### src/poly_eval_residual_norm_core_macros.svh
`ifndef POLY_EVAL_RESIDUAL_NORM_CORE_MACROS_SVH
`define POLY_EVAL_RESIDUAL_NORM_CORE_MACROS_SVH

`ifndef SYNTHESIS

// property holds at every clock edge outside reset
`define PERN_ASSERT(lbl, clk, rst, prop, msg) \
   lbl: assert property (@(posedge clk) disable iff (rst) (prop)) else $error(msg);

// consequent holds in the cycle after the antecedent
`define PERN_ASSERT_NEXT(lbl, clk, rst, ante, cons, msg) \
   lbl: assert property (@(posedge clk) disable iff (rst) (ante) |=> (cons)) else $error(msg);

`else

`define PERN_ASSERT(lbl, clk, rst, prop, msg)
`define PERN_ASSERT_NEXT(lbl, clk, rst, ante, cons, msg)

`endif

`endif

### src/pern_pkg.sv
`timescale 1ns / 1ps

package pern_pkg;

   localparam int DATA_W      = 32;
   localparam int OP_W        = 33;
   localparam int PROD_W      = 66;
   localparam int ACC_W       = 64;
   localparam int REM_W       = 36;
   localparam int NUM_W       = 3;
   localparam int CSR_IDX_W   = 8;
   localparam int SQRT_CNT_W  = 5;

   localparam logic [SQRT_CNT_W-1:0] SQRT_LAST_STEP = '1;

   localparam logic [CSR_IDX_W-1:0] REG_NUM_COEFFS = CSR_IDX_W'(0);
   localparam logic [CSR_IDX_W-1:0] REG_COEFF_0    = CSR_IDX_W'(1);

   localparam logic signed [PROD_W-1:0] SAT_MAX = PROD_W'(64'sd2147483647);
   localparam logic signed [PROD_W-1:0] SAT_MIN = ~SAT_MAX;

   typedef enum logic [2:0] {
      ST_IDLE,
      ST_H_MUL,
      ST_H_ADD,
      ST_DIFF,
      ST_SQ_MUL,
      ST_ACC,
      ST_SQRT
   } state_type;

   typedef struct packed {
      logic busy;
      logic done;
   } sqrt_status_type;

   typedef struct packed {
      logic load_item;
      logic mul_en;
      logic mul_square;
      logic horner_step;
      logic diff_step;
      logic acc_step;
      logic sqrt_start;
      logic rsp_norm;
   } ctrl_type;

endpackage

### src/pern_mult.sv
`timescale 1ns / 1ps

module pern_mult (
   input  logic                                  clock,
   input  logic                                  enable,
   input  logic signed [pern_pkg::OP_W-1:0]      op_a,
   input  logic signed [pern_pkg::OP_W-1:0]      op_b,
   output logic signed [pern_pkg::PROD_W-1:0]    product
);

   logic signed [pern_pkg::PROD_W-1:0] product_ff;
   logic signed [pern_pkg::PROD_W-1:0] product_in;

   always_comb begin
      product_in = op_a * op_b;
   end

   always_ff @(posedge clock) begin
      if (enable) begin
         product_ff <= product_in;
      end
   end

   assign product = product_ff;

endmodule

### src/pern_isqrt.sv
`timescale 1ns / 1ps
`include "poly_eval_residual_norm_core_macros.svh"

module pern_isqrt (
   input  logic                                clock,
   input  logic                                reset,
   input  logic                                start,
   input  logic [pern_pkg::ACC_W-1:0]          value,
   output logic [pern_pkg::DATA_W-1:0]         root,
   output pern_pkg::sqrt_status_type           status
);

   logic [pern_pkg::ACC_W-1:0]      val_ff, val_in;
   logic [pern_pkg::REM_W-1:0]      rem_ff, rem_in;
   logic [pern_pkg::DATA_W-1:0]     root_ff, root_in;
   logic [pern_pkg::SQRT_CNT_W-1:0] cnt_ff, cnt_in;
   logic                            busy_ff, busy_in;
   logic                            done_ff, done_in;

   logic [pern_pkg::REM_W-1:0]      rem_sh;
   logic [pern_pkg::REM_W-1:0]      trial;
   logic                            fits;

   // one root bit per step
   always_comb begin
      rem_sh = {rem_ff[pern_pkg::REM_W-3:0], val_ff[pern_pkg::ACC_W-1 -: 2]};
      trial  = {2'b00, root_ff, 2'b01};
      fits   = (rem_sh >= trial);

      val_in  = val_ff;
      rem_in  = rem_ff;
      root_in = root_ff;
      cnt_in  = cnt_ff;
      busy_in = busy_ff;
      done_in = busy_ff && (cnt_ff == pern_pkg::SQRT_LAST_STEP);

      if (start) begin
         val_in  = value;
         rem_in  = '0;
         root_in = '0;
         cnt_in  = '0;
         busy_in = 1'b1;
      end else if (busy_ff) begin
         val_in  = {val_ff[pern_pkg::ACC_W-3:0], 2'b00};
         rem_in  = fits ? (rem_sh - trial) : rem_sh;
         root_in = {root_ff[pern_pkg::DATA_W-2:0], fits};
         cnt_in  = cnt_ff + 1'b1;
         if (cnt_ff == pern_pkg::SQRT_LAST_STEP) begin
            busy_in = 1'b0;
         end
      end
   end

   always_ff @(posedge clock) begin
      if (reset) begin
         busy_ff <= 1'b0;
         done_ff <= 1'b0;
         cnt_ff  <= '0;
      end else begin
         busy_ff <= busy_in;
         done_ff <= done_in;
         cnt_ff  <= cnt_in;
      end
   end

   always_ff @(posedge clock) begin
      val_ff  <= val_in;
      rem_ff  <= rem_in;
      root_ff <= root_in;
   end

   assign root        = root_ff;
   assign status.busy = busy_ff;
   assign status.done = done_ff;

   `PERN_ASSERT_NEXT(a_start_busy, clock, reset, start, busy_ff, "sqrt did not start")
   `PERN_ASSERT(a_done_idle, clock, reset, done_ff |-> !busy_ff, "sqrt done while busy")
   `PERN_ASSERT_NEXT(a_done_pulse, clock, reset, done_ff && !start, !done_ff, "sqrt done held")

endmodule

### src/poly_eval_residual_norm_core.sv
`timescale 1ns / 1ps
`include "poly_eval_residual_norm_core_macros.svh"

// per point: multiply and add per coefficient in use, then difference, square and accumulate
// a point flagged last then runs the 32-step bit-serial square root before its result is strobed
// a new point is accepted only when idle; the shared multiplier serves both Horner and squaring
// results are strobed for one cycle; the receiver cannot stall them
// synchronous reset clears the state, configuration, error accumulator and sticky overflow flag

module poly_eval_residual_norm_core #(
   parameter int MAX_COEFFS = 6,
   parameter int FRAC_BITS  = 16
) (
   input  logic                                  clock,
   input  logic                                  reset,
   input  logic                                  start,
   output logic                                  busy,
   input  logic signed [pern_pkg::DATA_W-1:0]    req_sample_x,
   input  logic signed [pern_pkg::DATA_W-1:0]    req_sample_y,
   input  logic                                  req_last_sample,
   output logic                                  rsp_strobe,
   output logic signed [pern_pkg::DATA_W-1:0]    rsp_poly_value,
   output logic [pern_pkg::DATA_W-1:0]           rsp_residual_norm,
   output logic                                  rsp_done_res,
   output logic                                  rsp_overflow,
   input  logic                                  csr_valid,
   output logic                                  csr_ready,
   input  logic [pern_pkg::CSR_IDX_W-1:0]        csr_index,
   input  logic [pern_pkg::DATA_W-1:0]           csr_wdata
);

   localparam int CNT_W = $clog2(MAX_COEFFS + 1);
   localparam int IDX_W = (MAX_COEFFS > 1) ? $clog2(MAX_COEFFS) : 1;

   pern_pkg::state_type state_ff, state_in;
   pern_pkg::ctrl_type  ctrl;
   pern_pkg::sqrt_status_type sqrt_stat;

   logic [pern_pkg::NUM_W-1:0]           num_coeffs_ff;
   logic signed [pern_pkg::DATA_W-1:0]   coeff_ff [MAX_COEFFS];

   logic signed [pern_pkg::DATA_W-1:0]   x_ff, y_ff;
   logic                                 last_ff;
   logic [CNT_W-1:0]                     k_ff, k_in;
   logic signed [pern_pkg::DATA_W-1:0]   acc_ff, acc_in;
   logic                                 item_ovf_ff, item_ovf_in;
   logic [pern_pkg::DATA_W-1:0]          mag_ff;
   logic [pern_pkg::ACC_W-1:0]           err_ff, err_in;
   logic                                 seen_ff, seen_in;

   logic                                 rsp_strobe_ff, rsp_strobe_in;
   logic signed [pern_pkg::DATA_W-1:0]   rsp_poly_value_ff;
   logic [pern_pkg::DATA_W-1:0]          rsp_residual_norm_ff;
   logic                                 rsp_done_res_ff;
   logic                                 rsp_overflow_ff;

   logic                                 accept;
   logic [CNT_W-1:0]                     n_clamp;
   logic [CNT_W-1:0]                     k_m1;
   logic signed [pern_pkg::DATA_W-1:0]   coeff_sel;
   logic signed [pern_pkg::OP_W-1:0]     mul_a, mul_b;
   logic signed [pern_pkg::PROD_W-1:0]   product;
   logic signed [pern_pkg::PROD_W-1:0]   coeff_ext, sum_full, sum_shift;
   logic signed [pern_pkg::DATA_W-1:0]   horner_val;
   logic                                 horner_sat;
   logic signed [pern_pkg::DATA_W:0]     diff, diff_neg;
   logic [pern_pkg::DATA_W-1:0]          mag;
   logic [pern_pkg::ACC_W:0]             err_sum;
   logic [pern_pkg::ACC_W-1:0]           err_new;
   logic                                 ovf_all;
   logic [pern_pkg::DATA_W-1:0]          sqrt_root;

   assign accept    = start && !busy;
   assign busy      = (state_ff != pern_pkg::ST_IDLE);
   assign csr_ready = 1'b1;

   // configuration registers
   always_ff @(posedge clock) begin
      if (reset) begin
         num_coeffs_ff <= '0;
         for (int i = 0; i < MAX_COEFFS; i++) begin
            coeff_ff[i] <= '0;
         end
      end else if (csr_valid && csr_ready) begin
         if (csr_index == pern_pkg::REG_NUM_COEFFS) begin
            num_coeffs_ff <= csr_wdata[pern_pkg::NUM_W-1:0];
         end
         for (int i = 0; i < MAX_COEFFS; i++) begin
            if (csr_index == pern_pkg::REG_COEFF_0 + pern_pkg::CSR_IDX_W'(i)) begin
               coeff_ff[i] <= csr_wdata;
            end
         end
      end
   end

   // next state
   always_comb begin
      state_in = state_ff;
      unique case (state_ff)
         pern_pkg::ST_IDLE: begin
            if (accept) begin
               state_in = (n_clamp == '0) ? pern_pkg::ST_DIFF : pern_pkg::ST_H_MUL;
            end
         end
         pern_pkg::ST_H_MUL: begin
            state_in = pern_pkg::ST_H_ADD;
         end
         pern_pkg::ST_H_ADD: begin
            state_in = (k_ff == CNT_W'(1)) ? pern_pkg::ST_DIFF : pern_pkg::ST_H_MUL;
         end
         pern_pkg::ST_DIFF: begin
            state_in = pern_pkg::ST_SQ_MUL;
         end
         pern_pkg::ST_SQ_MUL: begin
            state_in = pern_pkg::ST_ACC;
         end
         pern_pkg::ST_ACC: begin
            state_in = last_ff ? pern_pkg::ST_SQRT : pern_pkg::ST_IDLE;
         end
         pern_pkg::ST_SQRT: begin
            if (sqrt_stat.done) begin
               state_in = pern_pkg::ST_IDLE;
            end
         end
         default: begin
            state_in = pern_pkg::ST_IDLE;
         end
      endcase
   end

   // control decode
   always_comb begin
      ctrl = '0;
      unique case (state_ff)
         pern_pkg::ST_IDLE: begin
            ctrl.load_item = accept;
         end
         pern_pkg::ST_H_MUL: begin
            ctrl.mul_en = 1'b1;
         end
         pern_pkg::ST_H_ADD: begin
            ctrl.horner_step = 1'b1;
         end
         pern_pkg::ST_DIFF: begin
            ctrl.diff_step = 1'b1;
         end
         pern_pkg::ST_SQ_MUL: begin
            ctrl.mul_en     = 1'b1;
            ctrl.mul_square = 1'b1;
         end
         pern_pkg::ST_ACC: begin
            ctrl.acc_step   = 1'b1;
            ctrl.sqrt_start = last_ff;
         end
         pern_pkg::ST_SQRT: begin
            ctrl.rsp_norm = sqrt_stat.done;
         end
         default: begin
            ctrl = '0;
         end
      endcase
   end

   always_ff @(posedge clock) begin
      if (reset) begin
         state_ff <= pern_pkg::ST_IDLE;
      end else begin
         state_ff <= state_in;
      end
   end

   // datapath
   always_comb begin
      n_clamp = (num_coeffs_ff > pern_pkg::NUM_W'(MAX_COEFFS)) ? CNT_W'(MAX_COEFFS)
                                                             : CNT_W'(num_coeffs_ff);
      k_m1      = k_ff - 1'b1;
      coeff_sel = coeff_ff[k_m1[IDX_W-1:0]];

      mul_a = ctrl.mul_square ? $signed({1'b0, mag_ff}) : $signed({acc_ff[pern_pkg::DATA_W-1], acc_ff});
      mul_b = ctrl.mul_square ? $signed({1'b0, mag_ff}) : $signed({x_ff[pern_pkg::DATA_W-1], x_ff});

      // horner step: floor((acc*x + c*2^f) / 2^f), saturated
      coeff_ext = pern_pkg::PROD_W'(coeff_sel) <<< FRAC_BITS;
      sum_full  = product + coeff_ext;
      sum_shift = sum_full >>> FRAC_BITS;
      horner_sat = 1'b0;
      if (sum_shift > pern_pkg::SAT_MAX) begin
         horner_val = pern_pkg::SAT_MAX[pern_pkg::DATA_W-1:0];
         horner_sat = 1'b1;
      end else if (sum_shift < pern_pkg::SAT_MIN) begin
         horner_val = pern_pkg::SAT_MIN[pern_pkg::DATA_W-1:0];
         horner_sat = 1'b1;
      end else begin
         horner_val = sum_shift[pern_pkg::DATA_W-1:0];
      end

      diff     = $signed({y_ff[pern_pkg::DATA_W-1], y_ff}) - $signed({acc_ff[pern_pkg::DATA_W-1], acc_ff});
      diff_neg = -diff;
      mag      = diff[pern_pkg::DATA_W] ? diff_neg[pern_pkg::DATA_W-1:0] : diff[pern_pkg::DATA_W-1:0];

      err_sum = {1'b0, err_ff} + {1'b0, product[pern_pkg::ACC_W-1:0]};
      err_new = err_sum[pern_pkg::ACC_W] ? '1 : err_sum[pern_pkg::ACC_W-1:0];
      ovf_all = seen_ff || item_ovf_ff || err_sum[pern_pkg::ACC_W];

      k_in        = k_ff;
      acc_in      = acc_ff;
      item_ovf_in = item_ovf_ff;
      err_in      = err_ff;
      seen_in     = seen_ff;
      if (ctrl.load_item) begin
         k_in        = n_clamp;
         acc_in      = '0;
         item_ovf_in = 1'b0;
      end
      if (ctrl.horner_step) begin
         k_in        = k_m1;
         acc_in      = horner_val;
         item_ovf_in = item_ovf_ff || horner_sat;
      end
      if (ctrl.acc_step) begin
         err_in  = last_ff ? '0 : err_new;
         seen_in = last_ff ? 1'b0 : ovf_all;
      end

      rsp_strobe_in = (ctrl.acc_step && !last_ff) || ctrl.rsp_norm;
   end

   always_ff @(posedge clock) begin
      if (reset) begin
         err_ff        <= '0;
         seen_ff       <= 1'b0;
         rsp_strobe_ff <= 1'b0;
      end else begin
         err_ff        <= err_in;
         seen_ff       <= seen_in;
         rsp_strobe_ff <= rsp_strobe_in;
      end
   end

   always_ff @(posedge clock) begin
      if (ctrl.load_item) begin
         x_ff    <= req_sample_x;
         y_ff    <= req_sample_y;
         last_ff <= req_last_sample;
      end
      if (ctrl.diff_step) begin
         mag_ff <= mag;
      end
      k_ff        <= k_in;
      acc_ff      <= acc_in;
      item_ovf_ff <= item_ovf_in;
      if (ctrl.acc_step) begin
         rsp_poly_value_ff    <= acc_ff;
         rsp_overflow_ff      <= ovf_all;
         rsp_done_res_ff      <= last_ff;
         rsp_residual_norm_ff <= '0;
      end
      if (ctrl.rsp_norm) begin
         rsp_residual_norm_ff <= sqrt_root;
      end
   end

   pern_mult u_mult (
      .clock   (clock),
      .enable  (ctrl.mul_en),
      .op_a    (mul_a),
      .op_b    (mul_b),
      .product (product)
   );

   pern_isqrt u_isqrt (
      .clock  (clock),
      .reset  (reset),
      .start  (ctrl.sqrt_start),
      .value  (err_new),
      .root   (sqrt_root),
      .status (sqrt_stat)
   );

   assign rsp_strobe        = rsp_strobe_ff;
   assign rsp_poly_value    = rsp_poly_value_ff;
   assign rsp_residual_norm = rsp_residual_norm_ff;
   assign rsp_done_res      = rsp_done_res_ff;
   assign rsp_overflow      = rsp_overflow_ff;

   `PERN_ASSERT_NEXT(a_accept_busy, clock, reset, accept, busy, "item transfer did not start work")
   `PERN_ASSERT_NEXT(a_strobe_pulse, clock, reset, rsp_strobe_ff, !rsp_strobe_ff, "result strobe held")
   `PERN_ASSERT(a_norm_zero, clock, reset, (rsp_strobe_ff && !rsp_done_res_ff) |-> (rsp_residual_norm_ff == '0), "norm set on a point that is not last")
   `PERN_ASSERT(a_sqrt_wait, clock, reset, (state_ff == pern_pkg::ST_SQRT) |-> (sqrt_stat.busy || sqrt_stat.done), "waiting on an idle square root unit")

endmodule
### config.mk
export PLATFORM = sky130hd
export DESIGN_NAME = poly_eval_residual_norm_core
export DESIGN_NICKNAME = d
export VERILOG_FILES = /design/src/pern_pkg.sv /design/src/pern_mult.sv /design/src/pern_isqrt.sv /design/src/poly_eval_residual_norm_core.sv
export VERILOG_INCLUDE_DIRS = /design/src /design/src/src
export SDC_FILE = /design/constraint.sdc
export NUM_CORES = 2
export LEC_CHECK = 0
export BUFFER_PORTS_ARGS = -buffer_cell sky130_fd_sc_hd__buf_2
export CELL_PAD_IN_SITES_DETAIL_PLACEMENT = 1
export CELL_PAD_IN_SITES_GLOBAL_PLACEMENT = 1
export CORE_ASPECT_RATIO = 0.8
export CORE_MARGIN = 5
export CORE_UTILIZATION = 30
export CTS_BUF_LIST = sky130_fd_sc_hd__clkbuf_16
export DETAILED_ROUTE_END_ITERATION = 10
export PLACE_DENSITY = 0.59
export SYNTH_ARGS = -nofsm -noshare
export SYNTH_HDL_FRONTEND = slang
export SYNTH_SLANG_ARGS = --single-unit
### constraint.sdc
create_clock -name clock -period 23 [get_ports clock]
set_clock_uncertainty 0.2 [all_clocks]
set_input_delay 4.6 -clock clock [delete_from_list [all_inputs] [get_ports clock]]
set_output_delay 4.6 -clock clock [all_outputs]
set_load 0.1 [all_outputs]
=== After elaboration in Yosys (flattened, before gate mapping) ===
Memory sizes are Yosys's and may differ from the RTL's.
Cells that the tools add are included.

* Magnitude comparators: 4
* Equality and inequality tests: 16
* Add/subtract/negate cells: 7
* Reductions and logical operators: 20
* $mul: 1
* Muxes and demuxes: 70
* Bitwise logic cells: 6

{| class="wikitable"
|+ Operators with widths
! cell !! number
|-
| 2-to-1 mux 32 bit || 13
|-
| 2-to-1 mux 64 bit || 4
|-
| adder 66 x 48 -> 66 bit || 1
|-
| multiplier 33 x 33 -> 66 bit || 1
|-
| 2-to-1 mux 33 bit || 2
|-
| adder 64 x 64 -> 65 bit || 1
|-
| greater-than comparator 50 x 32 -> 1 bit (second input constant) || 1
|-
| < comparator 50 x 32 -> 1 bit (second input constant) || 1
|-
| 2-to-1 mux 1 bit || 40
|-
| greater-or-equal comparator 36 x 34 -> 1 bit || 1
|-
| 2-to-1 mux 34 bit || 1
|-
| subtractor 34 bit || 1
|-
| subtractor 32 x 32 -> 33 bit || 1
|-
| negation 32 bit || 1
|-
| == test 8 x 3 -> 1 bit (second input constant) || 3
|-
| one-hot mux 3 bit (7 select lines) || 1
|-
| 2-to-1 mux 3 bit || 6
|-
| == test 8 x 2 -> 1 bit (second input constant) || 2
|-
| == test 3 bit (second input constant) || 3
|-
| == test 8 x 1 -> 1 bit (second input constant) || 1
|-
| logical NOT 8 bit || 1
|-
| == test 3 x 1 -> 1 bit (second input constant) || 2
|-
| == test 3 x 2 -> 1 bit (second input constant) || 2
|-
| logical NOT 3 bit || 2
|-
| other kinds (15) || 32
|}

* Word-level logic and storage cells: 148
* RAM bits: 192
* Bits in registers: 474
* Memories: 1
* Input bits: 109

{| class="wikitable"
|+ Memories
! memory !! words !! width !! read ports !! clocked after Yosys merged registers in !! write ports !! RTL line !! source
|-
| coeff_ff || 6 || 32 || 1 || 0 || 6 || poly_eval_residual_norm_core.sv:40 || <nowiki>logic signed [pern_pkg::DATA_W-1:0] coeff_ff [MAX_COEFFS];</nowiki>
|}

=== Logic depth before layout (Yosys ltp) ===
An unclocked memory read counts as a cell.

* Depth in word-level cells: 8
* Mapped depth: 38
* Mapped depth without buffers: 33

=== Hierarchy ===
Synthesis repeated with hierarchy kept, for this count alone.

* Cell total of the unflattened synthesis: 7800
* Area, all modules: 76702.3 µm²

{| class="wikitable"
|+ Modules (own cells, without submodules)
! module !! times used !! area an instance (µm²) !! cells each
|-
| pern_mult || 1 || 40939.3 || 4297
|-
| poly_eval_residual_norm_core || 1 || 28063.2 || 2754
|-
| pern_isqrt || 1 || 7699.9 || 749
|}

=== Worst setup path before layout ===
Ideal clock, no wire load.

* Path kind: register -> register
* Start point: register state_ff[0]
* End point: register u_mult.product_ff, in the netlist u_mult.product[64] (data pin)
* Cell stages (with the launch flop): 36
* Required time: 22.536 ns
* Path buffers: 5
* Period minus slack after synthesis: 9.497 ns
* Arrival time: 9.033 ns
* Setup slack: 13.503 ns
* Path through: dfxtp_1 > or3_1 > clkbuf_1 > clkbuf_1 > clkbuf_1 > a21oi_1 > clkbuf_1 > nor2_1 > fa_1 > inv_1 > fa_1 > inv_1 > fa_1 > inv_1 > fa_1 > inv_1 > fa_1 > fa_1 > fa_1 > inv_1 > fa_1 > inv_1 > ha_1 > clkbuf_1 > a21oi_1 > o21ai_0 > a311o_1 > a21oi_1 > o21ai_0 > a21o_1 > o2111ai_1 > a211oi_1 > o311ai_0 > nand2b_1 > a221oi_1 > xnor2_1

* Longest elaborated chain between the ends: 4
* Elaborated cells on any way between the ends: 5

{| class="wikitable"
|+ Ends and longest elaborated chain
! item !! RTL line !! source
|-
| start: declaration || poly_eval_residual_norm_core.sv:35 || <nowiki>pern_pkg::state_type state_ff, state_in;</nowiki>
|-
| start signal: assignment || poly_eval_residual_norm_core.sv:166 || <nowiki>state_ff <= pern_pkg::ST_IDLE;</nowiki>
|-
| start signal: assignment || poly_eval_residual_norm_core.sv:168 || <nowiki>state_ff <= state_in;</nowiki>
|-
| == test 3 bit * || poly_eval_residual_norm_core.sv:134 || <nowiki>unique case (state_ff)</nowiki>
|-
| 2-to-1 mux 1 bit * || poly_eval_residual_norm_core.sv:134 ||
|-
| 2-to-1 mux 33 bit (on tied branches) || poly_eval_residual_norm_core.sv:179, poly_eval_residual_norm_core.sv:180 ||
|-
| multiplier 33 x 33 -> 66 bit * || pern_mult.sv:15 || <nowiki>product_in = op_a * op_b;</nowiki>
|-
| via u_mult.product_in, one bit || pern_mult.sv:12 || <nowiki>logic signed [pern_pkg::PROD_W-1:0] product_in;</nowiki>
|-
| end signal: assignment || pern_mult.sv:20 || <nowiki>product_ff <= product_in;</nowiki>
|-
| end: declaration || pern_mult.sv:11 || <nowiki>logic signed [pern_pkg::PROD_W-1:0] product_ff;</nowiki>
|}

Mark *: on every way through the listed nets, which the timed path passes. The rest lies on a longest branch.
A chain may end at the register's enable or synchronous reset.

=== Final worst setup path ===
Ends and elaborated chain as after synthesis.

==> summary by stage <==
Synthesis
The synthesized design spends more area on one cell type than any other, namely sky130_fd_sc_hd__fa_1. The complex-gate fraction of the synthesized area is 0.0977. The area share of the leading cell type in the synthesized netlist is 0.310. Of the total synthesized cell area, the portion taken by XOR and XNOR cells is 0.0307. The commonest cells after synthesis are sky130_fd_sc_hd__inv_1, sky130_fd_sc_hd__fa_1, sky130_fd_sc_hd__nand2_1, sky130_fd_sc_hd__nor2_1, sky130_fd_sc_hd__edfxtp_1. Synthesis produced a netlist with a net count of about 9.4k.

The cell area that synthesis handed to floorplanning was 74100 µm². After synthesis, the largest family of logic cells by area is adder cells. Yosys printed 0 warnings. The main flop type after synthesis is sky130_fd_sc_hd__edfxtp_1. Sorting the synthesized cells by area gives the leading types as sky130_fd_sc_hd__fa_1, sky130_fd_sc_hd__edfxtp_1, sky130_fd_sc_hd__ha_1.

The post-synthesis cell count is around 7.8k. After synthesis, the share of flip-flops with an asynchronous set or reset is 0. The number of enable flip-flop cells after synthesis is approximately 520. The post-synthesis share of cell area spent on and, or, nand and nor gates is 0.142. In this run, synthesis produced a sequential element count of 666.

The mean instance size in the synthesized netlist is ~9.6 µm². The portion of synthesized area spent on multiplexers is 0.0210. Among all cell types in the netlist, the one instantiated most often is sky130_fd_sc_hd__inv_1.

The number of distinct standard cells referenced by the synthesized netlist is 90. Of the synthesized area, sequential elements account for 0.250. The adder-cell share of the synthesized area is 0.378.

Floorplan
For this configuration, the core starts out at a cell density of 0.301. The area enclosed by the die boundary is about 260000 µm². Row generation in the floorplan step produced 163 rows.

Measured along the x axis, the die boundary spans roughly 570 µm. The total core area is between 200000 and 250000 µm². From bottom edge to top edge, the die measures 454 µm. between 150 and 200 I/O pins were placed.

Cells and area
The fraction of layout cells with a size suffix above 1 is 0.0735. The filler cells instantiated in the layout total 28.3k. The layout overhead on the synthesized area is 10.4%. Measured on the finished design, the core utilization comes to 0.332. The final layout contains 9465 nets. The multi-input combinational cells in the finished layout cover a total of 49900 µm². The final cell count without fillers is 11.2k. Across the whole layout, storage elements account for 18600 µm².

GRT
After global routing the overflow that remains totals 0. The wire length of the first global-routing pass is around 420 mm. The number of global-route vias before repair is between 60k and 70k. The number of antenna violations at the first check in global routing is 34. Entering global routing, the biggest net connects 67 pins. In the global route stage, overall resource usage came out at 0.221.

Timing
The total negative setup slack is 0 ns. The actual transition at the worst max-transition pin is ~1.3 ns. The maximum operating frequency is about 86 MHz. The number of slew-limit violations in the final report came to 0. Of the available clock period, the critical path in the final layout requires 0.503. The number of setup violations in the final report is 0.

The relative slew slack is 0.160. The hold violation total from the final report is 0. The smallest clock period supported by the final layout is computed as 11.57 ns. Setup repair after global routing left no endpoint under its margin.

Clock tree
The number of buffers inserted during clock tree synthesis is 79. The hold buffer count at CTS is 0. The H-tree level count is 3. Clock-pin slew was measured on the worst setup and hold paths at roughly 0.060 ns. The number of gates resized after CTS was 0. The cell at the root of the clock tree is sky130_fd_sc_hd__clkbuf_16. TritonCTS built the clock tree. The clock insertion delay at the later pin of the skew report is roughly 0.73 ns. The post-CTS setup repair buffer count is 0. Clock tree synthesis found a total of between 600 and 700 sinks. The clock passes through at most 3 buffers.

Route
The first-pass detailed-route iteration total is 5. After detailed routing, the number of vias per cell comes to 5.09. The detailed router finished its first iteration with approximately 4.4k violations. Across all layers, the routed design uses between 50k and 60k vias. After detailed routing, the average wire length per cell comes to around 25 µm. The count of nets left with antenna violations once routing finished came out at 0.

The final routed wirelength across all metal layers is approximately 280 mm. The number of remaining DRC errors is 0.

Critical path
The critical path's largest stage delay is 0.73 ns. Data on the critical path arrives at its endpoint at between 10 and 15 ns. In this run the critical register-to-register path is captured at u_mult.product[64]. The slack of the worst reg-to-reg path is around 11 ns.

The category of the worst setup path launch point is a register. The dominant cell type by count on the critical path is sky130_fd_sc_hd__fa_1. The launch instance of the worst register-to-register path is state_ff[0]. Measured in cells, the most critical reg-to-reg path has a length of 32. The cell type of the slowest stage on the worst timing path is sky130_fd_sc_hd__buf_4.

The setup path with the least slack is of type register to register. The element type at the critical path end is a register. Along the worst path, the maximum fanout reaches 63. For the worst setup path, the data required time is 23.24 ns.

Place
Detailed placement finished with a half-perimeter wire length of 225 mm. The final weighted congestion of routability-driven global placement is about 0.95. The count of buffers added on input and output ports is roughly 180.

After detailed placement, the design holds a cell count of between 10k and 15k.

Status
The run finished with clean final reports.

Min path
In this run the worst hold path is classified as register to register. For hold timing, the worst endpoint is err_ff[19]. The number of instances on the worst hold path is 2. In this run the most critical hold path is launched from err_ff[19].

Job
The number of max-cap violations is 0.
[layout make-up]
type                       count  area share
inverter                    1237      0.0568
clock buffer                  79      0.0242
sequential                   666       0.227
timing repair buffer         324      0.0243
clock inverter                64     0.00730
antenna                       11    0.000336
tap                         3300      0.0505
multi-input combinational   5499       0.610
[metal layers]
| metal | track usage | wire [µm] |
|---|---|---|
| met1 | 0.312 | 128000 |
| met2 | 0.336 | 124000 |
| met3 | 0.0497 | 21500 |
| met4 | 0.0721 | 10600 |
| met5 | 0 | 49 |
[cell families after synthesis]
kind of cell / count (synthesis)
muxes: 115
other: 1
DFF: 666
xor gates and xnor gates: 260
buffers and inverters: 1585
and+or+nand+nor: 2383
AOI/OAI and AO/OA: 1191
adders and majority gates: 1549
[how the worst max path moves through the flow]
stage                         end  cells past startpoint  slack (ns)        start
2_1_floorplan  u_mult.product[64]                     35       13.50  state_ff[0]
3_3_place_gp   u_mult.product[64]                     36       11.77  state_ff[2]
3_5_place_dp   u_mult.product[64]                     32       11.67  state_ff[0]
4_1_cts        u_mult.product[64]                     32       11.62  state_ff[1]
5_1_grt        u_mult.product[64]                     32       11.07  state_ff[0]
6_report       u_mult.product[64]                     32       11.43  state_ff[0]
[worst max-delay path, delay by kind of cell, from the launching register on]
| kind | cells | cell delay [ns] |
|---|---|---|
| adders and majority gates | 9 | 4.52 |
| AOI/OAI and AO/OA | 10 | 2.82 |
| and+or+nand+nor | 5 | 1.50 |
| buffers and inverters | 7 | 1.38 |
| DFF | 1 | 0.62 |
| xor gates and xnor gates | 1 | 0.12 |
[flip-flops by register name, summed over array words and instances (netlist names), 3 cells and up]
signal,count
u_isqrt.rem_ff,34
u_isqrt.root,32
mag_ff,32
state_ff,3
u_isqrt.cnt_ff,5
rsp_poly_value,32
err_ff,64
coeff_ff,192
acc_ff,32
u_isqrt.val_ff,64
x_ff,32
y_ff,32
num_coeffs_ff,3
rsp_residual_norm,32
u_mult.product,66
k_ff,3
[metrics by stage]
step | hold slack [ns] | instance area, µm² | setup WS (ns)
2_1_floorplan | 0.232 | 74100 | 13.50
3_3_place_gp | 0.242 | 79200 | 11.77
3_5_place_dp | 0.253 | 79200 | 11.67
4_1_cts | 0.267 | 81800 | 11.62
5_1_grt | 0.291 | 81800 | 11.07
6_report | 0.261 | 81800 | 11.43
[cells in the final DEF, fill, tap and decap left out, types with 28 or more instances in the layout]
| cell type | count |
|---|---|
| sky130_fd_sc_hd__buf_2 | 176 |
| sky130_fd_sc_hd__a31oi_1 | 30 |
| sky130_fd_sc_hd__nand3_1 | 53 |
| sky130_fd_sc_hd__and3_1 | 42 |
| sky130_fd_sc_hd__a21oi_2 | 31 |
| sky130_fd_sc_hd__o21a_1 | 38 |
| sky130_fd_sc_hd__mux2i_1 | 78 |
| sky130_fd_sc_hd__o21ai_1 | 34 |
| sky130_fd_sc_hd__nand2b_1 | 28 |
| sky130_fd_sc_hd__and2_1 | 263 |
| sky130_fd_sc_hd__clkbuf_16 | 79 |
| sky130_fd_sc_hd__nand4_1 | 47 |
| sky130_fd_sc_hd__xor2_1 | 93 |
| sky130_fd_sc_hd__a21oi_1 | 317 |
| sky130_fd_sc_hd__nor3_1 | 44 |
| sky130_fd_sc_hd__dfxtp_1 | 144 |
| sky130_fd_sc_hd__buf_4 | 148 |
| sky130_fd_sc_hd__or3_1 | 28 |
| sky130_fd_sc_hd__inv_1 | 1254 |
| sky130_fd_sc_hd__xnor2_1 | 166 |
| sky130_fd_sc_hd__ha_1 | 401 |
| sky130_fd_sc_hd__a211oi_1 | 53 |
| sky130_fd_sc_hd__mux4_2 | 32 |
| sky130_fd_sc_hd__nor2_1 | 807 |
| sky130_fd_sc_hd__o21ai_0 | 333 |
| sky130_fd_sc_hd__nand2_1 | 952 |
| sky130_fd_sc_hd__o21bai_1 | 35 |
| sky130_fd_sc_hd__a21o_1 | 150 |
| sky130_fd_sc_hd__fa_1 | 1148 |
| sky130_fd_sc_hd__edfxtp_1 | 521 |
Power is not shown: default switching activity piles up to over one toggle a cycle in this logic, so the estimate is an artifact.
